<file path="src/sv/fss_pkg.sv">
// ----------------------------------------------------------------------------
// fss_pkg
// Shared types, constants and helper functions for the fuzzy subsequence
// scorer.
// ----------------------------------------------------------------------------
package fss_pkg;

   localparam int CHAR_WIDTH      = 8;
   localparam int SCORE_WIDTH     = 8;
   localparam int QLEN_WIDTH      = 5;
   localparam int QUERY_BYTES     = 16;
   localparam int QIDX_WIDTH      = 4;
   localparam int CSR_INDEX_WIDTH = 2;
   localparam int CSR_DATA_WIDTH  = 64;

   localparam logic [CSR_INDEX_WIDTH-1:0] CSR_QUERY_LENGTH     = 2'd0;
   localparam logic [CSR_INDEX_WIDTH-1:0] CSR_QUERY_CHARS_LOW  = 2'd1;
   localparam logic [CSR_INDEX_WIDTH-1:0] CSR_QUERY_CHARS_HIGH = 2'd2;

   localparam logic [CHAR_WIDTH-1:0] CHAR_SLASH      = 8'h2F;
   localparam logic [CHAR_WIDTH-1:0] CHAR_BACKSLASH  = 8'h5C;
   localparam logic [CHAR_WIDTH-1:0] CHAR_DASH       = 8'h2D;
   localparam logic [CHAR_WIDTH-1:0] CHAR_UNDERSCORE = 8'h5F;
   localparam logic [CHAR_WIDTH-1:0] CHAR_UPPER_A    = 8'h41;
   localparam logic [CHAR_WIDTH-1:0] CHAR_UPPER_Z    = 8'h5A;
   localparam logic [CHAR_WIDTH-1:0] CASE_OFFSET     = 8'h20;

   localparam logic [SCORE_WIDTH-1:0] BOUNDARY_BONUS = 8'd5;
   localparam logic [SCORE_WIDTH-1:0] EMPTY_SCORE    = 8'd1;
   localparam logic [SCORE_WIDTH-1:0] MAX_SCORE      = 8'd216;

   typedef struct packed {
      logic [QLEN_WIDTH-1:0]  position;
      logic [QLEN_WIDTH-1:0]  run;
      logic [SCORE_WIDTH-1:0] score;
      logic [CHAR_WIDTH-1:0]  prev_char;
      logic                   at_first;
   } match_state_type;

   localparam match_state_type MATCH_STATE_RESET = '{
      position:  '0,
      run:       '0,
      score:     '0,
      prev_char: '0,
      at_first:  1'b1
   };

   function automatic logic [CHAR_WIDTH-1:0] fold_lower(input logic [CHAR_WIDTH-1:0] c);
      logic [CHAR_WIDTH-1:0] r;
      r = c;
      if (c >= CHAR_UPPER_A && c <= CHAR_UPPER_Z) begin
         r = c + CASE_OFFSET;
      end
      return r;
   endfunction

endpackage

</file>
<file path="src/sv/fss_req_if.sv">
// ----------------------------------------------------------------------------
// fss_req_if
// Valid/ready channel carrying one target character per transfer.
// ----------------------------------------------------------------------------
interface fss_req_if;
   logic                             valid;
   logic                             ready;
   logic [fss_pkg::CHAR_WIDTH-1:0]   target_char;
   logic                             end_of_target;

   modport source (output valid, output target_char, output end_of_target, input ready);
   modport sink   (input valid, input target_char, input end_of_target, output ready);
endinterface

</file>
<file path="src/sv/fss_rsp_if.sv">
// ----------------------------------------------------------------------------
// fss_rsp_if
// Valid/ready channel carrying one score result per transfer.
// ----------------------------------------------------------------------------
interface fss_rsp_if;
   logic                             valid;
   logic                             ready;
   logic [fss_pkg::SCORE_WIDTH-1:0]  match_score;
   logic                             fully_matched;

   modport source (output valid, output match_score, output fully_matched, input ready);
   modport sink   (input valid, input match_score, input fully_matched, output ready);
endinterface

</file>
<file path="src/sv/fss_match_core.sv">
// ----------------------------------------------------------------------------
// fss_match_core
// Scores one target character against the query and gives the next
// matching state.
// ----------------------------------------------------------------------------
module fss_match_core (
   input  fss_pkg::match_state_type                        state_cur,
   input  logic [fss_pkg::CHAR_WIDTH-1:0]                  char_raw,
   input  logic [fss_pkg::QUERY_BYTES*fss_pkg::CHAR_WIDTH-1:0] query_chars,
   input  logic [fss_pkg::QLEN_WIDTH-1:0]                  len_in_use,
   output fss_pkg::match_state_type                        state_next
);

   logic [fss_pkg::CHAR_WIDTH-1:0] char_folded;
   logic [fss_pkg::CHAR_WIDTH-1:0] query_char;
   logic [fss_pkg::QIDX_WIDTH-1:0] query_idx;
   logic                           active;
   logic                           hit;
   logic                           boundary;
   logic [fss_pkg::SCORE_WIDTH-1:0] gain;

   always_comb begin
      char_folded = fss_pkg::fold_lower(char_raw);
      query_idx   = state_cur.position[fss_pkg::QIDX_WIDTH-1:0];
      query_char  = fss_pkg::fold_lower(query_chars[query_idx*fss_pkg::CHAR_WIDTH +:
                                                    fss_pkg::CHAR_WIDTH]);
      active      = state_cur.position < len_in_use;
      hit         = active && (char_folded == query_char);
      boundary    = state_cur.at_first ||
                    state_cur.prev_char == fss_pkg::CHAR_SLASH ||
                    state_cur.prev_char == fss_pkg::CHAR_BACKSLASH ||
                    state_cur.prev_char == fss_pkg::CHAR_DASH ||
                    state_cur.prev_char == fss_pkg::CHAR_UNDERSCORE;
      gain        = 8'd1 + 8'(state_cur.run) + (boundary ? fss_pkg::BOUNDARY_BONUS : 8'd0);

      state_next           = state_cur;
      state_next.prev_char = char_folded;
      state_next.at_first  = 1'b0;
      if (hit) begin
         state_next.score    = state_cur.score + gain;
         state_next.run      = state_cur.run + 5'd1;
         state_next.position = state_cur.position + 5'd1;
      end else if (active) begin
         state_next.run = '0;
      end
   end

endmodule

</file>
<file path="src/sv/fuzzy_subsequence_scorer.sv">
// ----------------------------------------------------------------------------
// fuzzy_subsequence_scorer
// Streams target path characters and scores them as a fuzzy subsequence
// match against a configured query of up to sixteen bytes.
// ----------------------------------------------------------------------------
// One character is taken per transfer and the block accepts a new character
// every clock cycle unless one is held back. Each character is registered in
// the input register; the scoring logic then updates the match state, and on
// the character marked as end of target the score goes to the result register.
// A character is held back only when it ends a target while an earlier result
// is still waiting in the result register. The query must be written through
// the csr port only while no target is in flight; the block does not enforce it.
module fuzzy_subsequence_scorer #(
   parameter int QUERY_MAX = 16
) (
   input  logic                                  clock,
   input  logic                                  reset,
   input  logic                                  csr_write_enable,
   input  logic [fss_pkg::CSR_INDEX_WIDTH-1:0]   csr_index,
   input  logic [fss_pkg::CSR_DATA_WIDTH-1:0]    csr_write_data,
   fss_req_if.sink                               req_chan,
   fss_rsp_if.source                             rsp_chan
);

   logic [fss_pkg::QLEN_WIDTH-1:0]                     query_length_ff;
   logic [fss_pkg::CSR_DATA_WIDTH-1:0]                 query_low_ff;
   logic [fss_pkg::CSR_DATA_WIDTH-1:0]                 query_high_ff;
   logic [fss_pkg::QLEN_WIDTH-1:0]                     len_in_use;

   logic                                               in_valid_ff;
   logic                                               in_valid_in;
   logic [fss_pkg::CHAR_WIDTH-1:0]                     in_char_ff;
   logic                                               in_last_ff;

   fss_pkg::match_state_type                           state_ff;
   fss_pkg::match_state_type                           state_in;
   fss_pkg::match_state_type                           state_step;

   logic                                               out_valid_ff;
   logic                                               out_valid_in;
   logic [fss_pkg::SCORE_WIDTH-1:0]                    out_score_ff;
   logic [fss_pkg::SCORE_WIDTH-1:0]                    out_score_in;
   logic                                               out_matched_ff;
   logic                                               out_matched_in;

   logic                                               advance;
   logic                                               req_transfer;

   always_ff @(posedge clock) begin
      if (reset) begin
         query_length_ff <= '0;
         query_low_ff    <= '0;
         query_high_ff   <= '0;
      end else if (csr_write_enable) begin
         case (csr_index)
            fss_pkg::CSR_QUERY_LENGTH: begin
               query_length_ff <= csr_write_data[fss_pkg::QLEN_WIDTH-1:0];
            end
            fss_pkg::CSR_QUERY_CHARS_LOW: begin
               query_low_ff <= csr_write_data;
            end
            fss_pkg::CSR_QUERY_CHARS_HIGH: begin
               query_high_ff <= csr_write_data;
            end
            default: begin
            end
         endcase
      end
   end

   assign len_in_use = (query_length_ff > fss_pkg::QLEN_WIDTH'(QUERY_MAX)) ?
                       fss_pkg::QLEN_WIDTH'(QUERY_MAX) : query_length_ff;

   fss_match_core u_core (
      .state_cur   (state_ff),
      .char_raw    (in_char_ff),
      .query_chars ({query_high_ff, query_low_ff}),
      .len_in_use  (len_in_use),
      .state_next  (state_step)
   );

   always_comb begin
      advance        = in_valid_ff && (!in_last_ff || !out_valid_ff || rsp_chan.ready);
      req_chan.ready = !in_valid_ff || advance;
      req_transfer   = req_chan.valid && req_chan.ready;

      in_valid_in = in_valid_ff;
      if (req_transfer) begin
         in_valid_in = 1'b1;
      end else if (advance) begin
         in_valid_in = 1'b0;
      end

      state_in = state_ff;
      if (advance) begin
         state_in = in_last_ff ? fss_pkg::MATCH_STATE_RESET : state_step;
      end

      out_valid_in   = out_valid_ff && !rsp_chan.ready;
      out_score_in   = out_score_ff;
      out_matched_in = out_matched_ff;
      if (advance && in_last_ff) begin
         out_valid_in = 1'b1;
         if (len_in_use == '0) begin
            out_score_in   = fss_pkg::EMPTY_SCORE;
            out_matched_in = 1'b1;
         end else if (state_step.position >= len_in_use) begin
            out_score_in   = state_step.score;
            out_matched_in = 1'b1;
         end else begin
            out_score_in   = '0;
            out_matched_in = 1'b0;
         end
      end
   end

   always_ff @(posedge clock) begin
      if (reset) begin
         in_valid_ff  <= 1'b0;
         out_valid_ff <= 1'b0;
         state_ff     <= fss_pkg::MATCH_STATE_RESET;
      end else begin
         in_valid_ff  <= in_valid_in;
         out_valid_ff <= out_valid_in;
         state_ff     <= state_in;
      end
   end

   always_ff @(posedge clock) begin
      if (req_transfer) begin
         in_char_ff <= req_chan.target_char;
         in_last_ff <= req_chan.end_of_target;
      end
      out_score_ff   <= out_score_in;
      out_matched_ff <= out_matched_in;
   end

   assign rsp_chan.valid         = out_valid_ff;
   assign rsp_chan.match_score   = out_score_ff;
   assign rsp_chan.fully_matched = out_matched_ff;

endmodule

</file>
<file path="src/flat_wrapper.sv">
// flat-port wrapper written by rule: the top's interface ports become plain ports
module fuzzy_subsequence_scorer_flat 
#(
   parameter int QUERY_MAX = 16
)
  (clock, reset, csr_write_enable, csr_index, csr_write_data, req_chan_valid, req_chan_target_char, req_chan_end_of_target, req_chan_ready, rsp_chan_valid, rsp_chan_match_score, rsp_chan_fully_matched, rsp_chan_ready);
  fss_req_if req_chan_i ();
  fss_rsp_if rsp_chan_i ();
  input  logic clock;
  input  logic reset;
  input  logic csr_write_enable;
  input  logic [fss_pkg::CSR_INDEX_WIDTH-1:0] csr_index;
  input  logic [fss_pkg::CSR_DATA_WIDTH-1:0] csr_write_data;
  input wire logic [$bits(req_chan_i.valid)-1:0] req_chan_valid;
  input wire logic [$bits(req_chan_i.target_char)-1:0] req_chan_target_char;
  input wire logic [$bits(req_chan_i.end_of_target)-1:0] req_chan_end_of_target;
  output wire logic [$bits(req_chan_i.ready)-1:0] req_chan_ready;
  output wire logic [$bits(rsp_chan_i.valid)-1:0] rsp_chan_valid;
  output wire logic [$bits(rsp_chan_i.match_score)-1:0] rsp_chan_match_score;
  output wire logic [$bits(rsp_chan_i.fully_matched)-1:0] rsp_chan_fully_matched;
  input wire logic [$bits(rsp_chan_i.ready)-1:0] rsp_chan_ready;
  assign req_chan_i.valid = req_chan_valid;
  assign req_chan_i.target_char = req_chan_target_char;
  assign req_chan_i.end_of_target = req_chan_end_of_target;
  assign req_chan_ready = req_chan_i.ready;
  assign rsp_chan_valid = rsp_chan_i.valid;
  assign rsp_chan_match_score = rsp_chan_i.match_score;
  assign rsp_chan_fully_matched = rsp_chan_i.fully_matched;
  assign rsp_chan_i.ready = rsp_chan_ready;
  fuzzy_subsequence_scorer #(.QUERY_MAX(QUERY_MAX)) u_core (.clock(clock), .reset(reset), .csr_write_enable(csr_write_enable), .csr_index(csr_index), .csr_write_data(csr_write_data), .req_chan(req_chan_i), .rsp_chan(rsp_chan_i));
endmodule
</file>
<file path="config.mk">
export PLATFORM = sky130hd
export DESIGN_NAME = fuzzy_subsequence_scorer_flat
export DESIGN_NICKNAME = d
export VERILOG_FILES = /design/src/sv/fss_pkg.sv /design/src/sv/fss_req_if.sv /design/src/sv/fss_rsp_if.sv /design/src/sv/fss_match_core.sv /design/src/sv/fuzzy_subsequence_scorer.sv /design/src/flat_wrapper.sv
export SDC_FILE = /design/constraint.sdc
export NUM_CORES = 1
export LEC_CHECK = 0
export ABC_AREA = 0
export BUFFER_PORTS_ARGS = -buffer_cell sky130_fd_sc_hd__clkbuf_2
export CORE_ASPECT_RATIO = 1.4
export CORE_MARGIN = 2
export CORE_UTILIZATION = 43
export DETAILED_ROUTE_END_ITERATION = 7
export SETUP_SLACK_MARGIN = 0.4
export SLEW_MARGIN = 20
export SYNTH_ARGS = -nofsm -noshare
export SYNTH_HDL_FRONTEND = slang
export SYNTH_SLANG_ARGS = --single-unit
</file>
<file path="constraint.sdc">
create_clock -name clock -period 11.94 [get_ports clock]
set_input_delay 0 -clock clock [delete_from_list [all_inputs] [get_ports clock]]
set_output_delay 0 -clock clock [all_outputs]
set_load 0.03 [all_outputs]
</file>
==> flow_summary.toml, run 1 <==
[run_status]
status = "finished clean"

[sta]
fin_ws_ns = 6.188
fmax_mhz = 173.8
min_period_ns = 5.752
fin_crit_sh = 0.4818
setup_tns_ns = 0
hold_violations = 0
setup_viol = 0
worst_pin_slew_ns = 1.021
grt_setup_unrepaired = "false"
fin_worst_skew_ns = 0.01077
maxSlewViolCount = 0
slew_headroom = 0.3196

[clock_tree]
path_clk_slew_ns = 0.07
root_buffer = "clkbuf_16"
clockBufferDepth = 2
cts_tree = "built"
cts.sinks = 180
cts_max_level = 4
cts-resized-gates = 0
post_cts_buffers = 0
clock_latency_ns = 0.43
cts-buffers-inserted = 17

[logic_synthesis]
ys.flop_type = "dfxtp_1"
synth_top_family_by_area = "simple AND/OR/NAND/NOR gates"
synth.distinct_cells = 64
postSynthAreaPerCell_um2 = 8.788
syn_inst = 969
yosys.area_share.simple = 0.1951
synth_fa_ha_area_frac = 0.03850
syn_area_mm2 = 0.008516
ys_seq_area_frac = 0.4443
synth_xor_area_frac = 0.01748
yosys-mux-area-fraction = 0.1183
synth_compound_area_frac = 0.1447
ys_seq_elements = 180
syn_nets = 1074
synthArstFlopShare = 0
ys.warnings.count = 0
synth-edff-count = 18

[layout]
drive_above_1_share = 0.1617
final_cell_mix = "289 x nand2_1, 160 x dfxtp_1, 155 x a21oi_1"
antennaDiodeCount = 0
mostFrequentLayoutCell = "nand2_1"
area_growth_pct = 22.13
layout.nets = 1205
fillers = 1789
final_cells = 1361

[die]
die_width_um = 122.9
initial_core_util = 0.4414
dieHeight_um = 170.5
core_area_mm2 = 0.01929
io_pins = 91
dieArea_mm2 = 0.02096
row_count = 60

[power_and_ir_drop]
powerDensity_mw_per_mm2 = 125.3
leakage_uw = 0.003843
vdd_drop_max_mv = 0.1188
p_total_uw = 1303

[hold_path]
hp-class = "primary input to flop"

[placed_design]
place.gp.congestion = 0.8314
place_inst = 1253
portBuffers = 90
dp_hpwl_um = 16360
place_ws_ns = 6.198

[detailed_routing]
drtIter0Drc = 570
ant_nets = 0
vias = 7306
drt_first_pass_iters = 8
via_per_inst = 5.368
routed_wl_um = 24030
drt-wirelength-per-cell_um = 17.66
drc = 0

[worst_setup_path]
cp_data_required_time_ns = 12.13
crit_arrival_ns = 5.94
crit_type = "flop to flop"
crit_top_cell = "nand2b_1"
max_stage_delay_ns = 1.00
endpoint_kind = "flop"
critPathMaxFanout = 37
worstPathCellList = "mux4_2, mux4_2, a221o_1, o41ai_2, a2111oi_0, a211oi_2, nor4_2, buf_4, xnor2_1, ha_1, nand2b_1, a21oi_1, nor2b_1, o21ai_0, nand2b_1, a21oi_1, nand2b_1, nor2_1, a31o_2"
start_kind = "flop"
crit_slowest_cell = "dfxtp_2"

[global_routing]
grt_usage = 0.2370
grt_pass1_wl_um = 37780
grt-ovfl-total = 0
antenna_found_initial = 0
grt_max_degree = 87
grt_pass1_vias = 7166

[job]
cap_violations = 0
-- metrics by stage --
stage | hold slack [ns] | cell area (µm²) | util
2_1_floorplan | 0.09887 | 8516 | -
3_3_place_gp | 0.1781 | 9074 | 0.4703
3_5_place_dp | 0.1830 | 9074 | 0.4703
4_1_cts | 0.05578 | 10400 | 0.5390
5_1_grt | 0.1042 | 10400 | 0.5390
6_report | 0.06857 | 10400 | 0.5390
-- power by group --
group          internal (µW)  total, µW  switching [µW]
clock                    277        544             267
combinational           52.0        116            63.9
sequential               628        644            15.2
total                    957       1300             346
-- cells by family (layout without fill, tap and decap cells) --
group | Yosys count | count (layout)
AO/OA/AOI/OAI | 211 | 211
XOR/XNOR | 17 | 17
adder cells (fa/ha/maj) | 25 | 25
buffers and inverters | 81 | 225
flip-flops | 180 | 180
multiplexers | 59 | 59
AND/OR/NAND/NOR | 396 | 396
-- what timing repair did --
action / in CTS / in global routing
endpoints found under the hold margin: 144 / 0
hold buffers: 76 / 0
endpoints found under the setup margin: 0 / 0
-- routing by layer --
metal	GRT usage	vias up	part of all wire
met4	0.1184	0	0.044
met3	0.03600	49	0.027
met1	0.2657	3496	0.39
li1	-	3606	-
met2	0.4293	155	0.53
met5	0	-	0
-- state kept, by name, indices dropped and copies added, names as in the netlist --
register,cells
u_core.rsp_chan.match_score,8
u_core.rsp_chan.fully_matched,1
u_core.state_ff,27
u_core.query_low_ff,64
u_core.query_length_ff,5
u_core.query_high_ff,64
u_core.rsp_chan.valid,1
u_core.in_char_ff,8
u_core.in_valid_ff,1
u_core.in_last_ff,1
-- path summary, 6_finish.rpt --
kind                                     startpoint                        endpoint  slack (ns)  cells past startpoint
worst max-delay path            u_core.state_ff[23]  u_core.rsp_chan.match_score[7]        6.19                     19
worst min-delay path                   csr_index[0]       u_core.query_length_ff[2]        0.07                      4
worst max register to register  u_core.state_ff[23]  u_core.rsp_chan.match_score[7]        6.19                     19
worst min register to register   u_core.state_ff[2]              u_core.state_ff[2]        0.45                      2
-- cells in the mapped netlist (10+ instances only) --
library cell,n,area share
nor2_1,40,0.018
a21oi_1,155,0.091
mux2i_1,23,0.027
nand3_1,15,0.0088
nand2_1,289,0.13
clkbuf_1,47,0.021
xnor2_1,10,0.010
inv_1,18,0.0079
mux4_2,33,0.087
ha_1,23,0.034
dfxtp_1,162,0.38
edfxtp_1,18,0.063
-- final cells by class --
| cell class | instances | area, µm² | share of cell area |
|---|---|---|---|
| Multi-Input combinational cell | 708 | 4393 | 0.4224 |
| Sequential cell | 180 | 3786 | 0.3641 |
| Timing Repair Buffer | 174 | 1274 | 0.1225 |
| Clock buffer | 17 | 425.4 | 0.04090 |
| Tap cell | 248 | 310.3 | 0.02984 |
| Clock inverter | 15 | 140.1 | 0.01347 |
| Inverter | 19 | 71.32 | 0.006858 |
-- critical path, delay by kind of cell (launching register included) --
kind | cells | cell delay [ns]
AOI/OAI and AO/OA | 8 | 1.90
xor gates and xnor gates | 1 | 0.15
adders and majority gates | 1 | 0.30
buffers and inverters | 1 | 0.23
DFF | 1 | 1.00
muxes | 2 | 1.14
and+or+nand+nor | 6 | 0.77
Power figures use the tool's default switching activity.
==> run 2: changes to the inputs <==
clock period = 5.5 ns   (was 11.94 ns; I/O delays follow)
==> run 2 against run 1 <==
  * Combinational power increased by 130%
  * Sequential cell count stayed put
  * Routed wire length rose by 4.8%
  * Die area unchanged
  * Setup slack lost 5.5 ns
  * Non-clock buffer count rose by 27
  * Global-route usage grew 0.75 points
  * Cell count rose by 2.0%
  * Final area increased by 3.2%
  * Largest power group unchanged
  * Sequential share of layout area shrank 1.1 points
  * Critical path depth stayed put
  * First-iteration DRC count fell by 22%
==> flow_summary.toml, run 2 (synthesized netlist as in run 1, its figures left out) <==
[power_and_ir_drop]
vdd_drop_max_mv = 0.1994
leakage_uw = 0.004030
powerDensity_mw_per_mm2 = 276.2
p_total_uw = 2964

[detailed_routing]
drt-wirelength-per-cell_um = 18.14
drc = 0
routed_wl_um = 25180
via_per_inst = 5.397
drtIter0Drc = 443
drt_first_pass_iters = 5
ant_nets = 0
vias = 7491

[sta]
min_period_ns = 4.832
slew_headroom = 0.3167
hold_ws_ns = 0.06491
worst_pin_slew_ns = 1.023
setup_tns_ns = 0
fin_worst_skew_ns = 0.01220
setup_viol = 0
maxSlewViolCount = 0
fin_crit_sh = 0.8786
grt_setup_unrepaired = "false"
fmax_mhz = 206.9
hold_violations = 0

[placed_design]
dp_hpwl_um = 17270
portBuffers = 90
place.gp.congestion = 0.8696

[die]
dieArea_mm2 = 0.02096
core_area_mm2 = 0.01929
die_width_um = 122.9
initial_core_util = 0.4414
io_pins = 91
dieHeight_um = 170.5
row_count = 60

[layout]
mostFrequentLayoutCell = "nand2_1"
antennaDiodeCount = 0
layout.nets = 1232
final_cell_mix = "289 x nand2_1, 159 x dfxtp_1, 155 x a21oi_1"
area_growth_pct = 26.02
fillers = 1745
reg_top3 = "u_core.query_high_ff (64), u_core.query_low_ff (64), u_core.state_ff (27)"
drive_above_1_share = 0.1877

[worst_setup_path]
critPathMaxFanout = 6
endpoint_kind = "flop"
crit_slowest_cell = "mux4_2"
start_kind = "flop"
cp_data_required_time_ns = 5.70
worstPathCellList = "buf_12, buf_4, mux4_2, mux4_2, ha_1, a2111o_1, and3_1, or4_4, nand2_1, nand2_1, ha_1, a21oi_1, nor2b_1, o21ai_0, nand2b_1, a21oi_1, nand2b_1, nor2_1, a31o_2"
rrSetupSlack_ns = 0.67
max_stage_delay_ns = 0.55
crit_type = "flop to flop"
crit_arrival_ns = 5.03

[global_routing]
grt_usage = 0.2445
grt_pass1_vias = 7268
grt_max_degree = 83
antenna_found_initial = 0
grt_pass1_wl_um = 38820
grt-ovfl-total = 0

[hold_path]
hp-class = "primary input to flop"

[clock_tree]
clock_latency_ns = 0.44
cts_tree = "built"
cts-buffers-inserted = 17
path_clk_slew_ns = 0.08
root_buffer = "clkbuf_16"
cts_max_level = 4
clockBufferDepth = 2
cts.sinks = 180

[run_status]
status = "finished clean"

[job]
cap_violations = 0
## run 2: through the flow
| step | setup WS [ns] | std cells | instance area (µm²) | utilization |
|---|---|---|---|---|
| after global placement | 0.3956 | 1265 | 9164 | 0.4750 |
| after CTS | 0.5040 | 1373 | 10560 | 0.5471 |
| after global routing | 0.3879 | 1388 | 10730 | 0.5562 |
| after floorplan | 0.4108 | 969 | 8519 | - |
| final | 0.6676 | 1388 | 10730 | 0.5562 |
| after detailed placement | 0.3175 | 1265 | 9164 | 0.4750 |
## run 2: report_power, final
part | total, µW | switching (µW) | internal (µW) | leakage (µW)
clock network | 1310 | 563 | 743 | 0.000312
registers | 1400 | 33.4 | 1360 | 0.00149
logic | 261 | 144 | 117 | 0.00222
## run 2: path summary, 6_finish.rpt
| path | to | start | cells after the start |
|---|---|---|---|
| setup / recovery | u_core.rsp_chan.match_score[7] | u_core.state_ff[23] | 19 |
| hold / removal | u_core.query_length_ff[3] | csr_index[0] | 4 |
| setup reg to reg | u_core.rsp_chan.match_score[7] | u_core.state_ff[23] | 19 |
| hold reg to reg | u_core.state_ff[2] | u_core.state_ff[2] | 2 |
## run 2: area by class of cell
cell class | instances | area, µm² | area share
multi-input combinational | 708 | 4438 | 0.4135
clock buffer | 18 | 439.2 | 0.04092
timing repair buffer | 201 | 1493 | 0.1391
sequential | 180 | 3792 | 0.3534
clock inverter | 14 | 187.7 | 0.01749
inverter | 19 | 71.32 | 0.006646
tap | 248 | 310.3 | 0.02891
## run 2: worst max-delay path, delay by kind of cell, from the launching register on
family | cells | cell delay (ns)
flops | 1 | 0.36
compound gates | 5 | 1.07
mux | 2 | 1.06
simple gates | 8 | 1.29
buf+inv | 2 | 0.25
fa+ha+maj | 2 | 0.57
## run 2: layer usage
metal,wire length (µm),GRT usage,vias to the layer above
met5,0,0,-
met4,1145,0.1199,0
met3,794,0.03700,50
met2,13190,0.4391,166
met1,10050,0.2785,3607
li1,-,-,3668
## run 2: repair_timing
action / CTS / global route
hold buffers: 76 / 0
gates resized for setup: 2 / 12
endpoints found under the hold margin: 144 / 0
setup endpoints to repair: 7 / 9
buffers inserted: 0 / 15
pin swaps: 0 / 3
==> run 3: changes to the inputs <==
clock period = 4.93 ns   (was 5.5 ns; I/O delays follow)
==> run 3 against run 2 <==
  * Sequential power grew 11%
  * Setup slack worse by 0.29 ns
  * Via count shrank 0.17%
  * Cell count increased by 0.94%
  * Sequential cell count unchanged
  * Die area did not move
  * Clock-buffer cell count down 1
  * Largest cell class unchanged
  * Critical path type unchanged
  * Final area is 2.3% higher
  * Maximum frequency increased by 6.1%
  * Global-route usage shrank 0.23 points
==> flow_summary.toml, run 3 (synthesized netlist as in run 1, its figures left out) <==
[sta]
hold_violations = 0
setup_tns_ns = 0
maxSlewViolCount = 0
fin_ws_ns = 0.3738
fmax_mhz = 219.5
grt_setup_unrepaired = "true"
min_period_ns = 4.556
setup_viol = 0
hold_ws_ns = 0.06740
slew_headroom = 0.3312
fin_worst_skew_ns = 0.01250
worst_pin_slew_ns = 1.001
fin_crit_sh = 0.9242

[detailed_routing]
via_per_inst = 5.338
vias = 7478
drtIter0Drc = 447
drc = 0
ant_nets = 0
routed_wl_um = 24770
drt_first_pass_iters = 7
drt-wirelength-per-cell_um = 17.68

[layout]
mostFrequentLayoutCell = "nand2_1"
final_cell_mix = "288 x nand2_1, 159 x dfxtp_1, 152 x a21oi_1"
antennaDiodeCount = 0
reg_top3 = "u_core.query_high_ff (64), u_core.query_low_ff (64), u_core.state_ff (27)"
final_core_util = 0.5690
area_growth_pct = 28.92
layout.nets = 1245
drive_above_1_share = 0.2134
final_cell_area_mm2 = 0.01098

[placed_design]
place_ws_ns = 0.08313
dp_hpwl_um = 17000
place.gp.congestion = 0.9072
portBuffers = 90
placed_area_mm2 = 0.009263

[worst_setup_path]
reg2reg_to = "u_core.rsp_chan.match_score[7]"
endpoint_kind = "flop"
cp_data_required_time_ns = 5.12
reg2regPathDepth = 19
cp-endpoint = "u_core.rsp_chan.match_score[7]"
worstReg2RegStart = "u_core.state_ff[23]"
crit_type = "flop to flop"
critPathMaxFanout = 7
start_kind = "flop"
crit_arrival_ns = 4.75
worstSetupStartpoint = "u_core.state_ff[23]"
rrSetupSlack_ns = 0.37

[job]
cap_violations = 0

[clock_tree]
cts_max_level = 4
path_clk_slew_ns = 0.07
clockBufferDepth = 2
clock_latency_ns = 0.44
cts.sinks = 180
cts_tree = "built"
root_buffer = "clkbuf_16"
cts-buffers-inserted = 17

[global_routing]
grt-ovfl-total = 0
antenna_found_initial = 0
grt_usage = 0.2422
grt_max_degree = 95
grt_pass1_vias = 7212
grt_pass1_wl_um = 38520

[hold_path]
min_from = "csr_index[0]"
hp-class = "primary input to flop"

[die]
core_area_mm2 = 0.01929
initial_core_util = 0.4414
dieHeight_um = 170.5
dieArea_mm2 = 0.02096
io_pins = 91
die_width_um = 122.9
row_count = 60

[power_and_ir_drop]
leakage_uw = 0.004088
powerDensity_mw_per_mm2 = 290.9
vdd_drop_max_mv = 0.2077

[run_status]
status = "finished clean"
run 3: cell count changes in the layout (fill, tap and decap cells not counted), moves of 3 or more:
| cell | before | now |
|---|---|---|
| buf_4 | 33 | 39 |
| bufinv_16 | 3 | 0 |
| a21oi_1 | 155 | 152 |
| mux2i_1 | 21 | 16 |
| mux2i_2 | 2 | 5 |
| clkinvlp_4 | 0 | 4 |
| nor2_1 | 39 | 36 |
| buf_6 | 1 | 6 |
| buf_12 | 1 | 4 |
run 3: layout make-up:
type | count | area (µm²)
Fill cell | 1786 | 8315
Timing Repair Buffer | 214 | 1647
Clock inverter | 15 | 153.9
Clock buffer | 17 | 425.4
Inverter | 19 | 71.32
Sequential cell | 180 | 3792
Multi-Input combinational cell | 708 | 4578
Tap cell | 248 | 310.3
run 3: how the worst min path moves through the flow:
stage | endpoint | cells after the start
4_1_cts | u_core.rsp_chan.valid | 2
6_report | u_core.query_length_ff[2] | 4
3_5_place_dp | u_core.in_char_ff[7] | 1
2_1_floorplan | u_core.in_char_ff[0] | 0
5_1_grt | u_core.state_ff[6] | 2
3_3_place_gp | u_core.in_char_ff[7] | 1
run 3: what timing repair did:
action                                  CTS  global route
pin swaps                                 8            12
resized for setup                        15            26
hold endpoints to repair                144             0
buffers inserted                          7            12
hold buffers                             76             0
endpoints found under the setup margin    9             9
run 3: layer usage:
metal	vias up	wire, µm	track usage
li1	3688	-	-
met1	3561	9660	0.2748
met2	178	13480	0.4480
met3	51	763	0.03367
met4	0	861	0.09845
met5	-	0	0
run 3: power by group:
part	leakage, µW	total (µW)	switching (µW)	internal, µW
logic	0.00232	313	170	143
clock network	0.000272	1330	652	676
registers	0.00149	1550	32.8	1520
run 3: stage by stage:
stage	instances	total power, µW
global route	1401	3308
CTS	1389	3206
finish	1401	3194
global placement	1274	1833
detailed placement	1274	1835
floorplan	969	1728
run 3: critical path: stages, from the launching register on:
cell and delay, ns:
dfxtp_4 0.43, buf_6 0.15, mux4_2 0.49, mux2_4 0.30, a22o_1 0.21, a21o_1 0.18
a2111o_1 0.47, and3_4 0.20, or4_4 0.53, nand2_2 0.08, nand2_1 0.06, ha_1 0.29
a21oi_2 0.12, nor2b_1 0.05, o21ai_1 0.11, nand2b_1 0.07, a21oi_2 0.14, nand2b_4 0.16
nor2_1 0.04, a31o_2 0.23
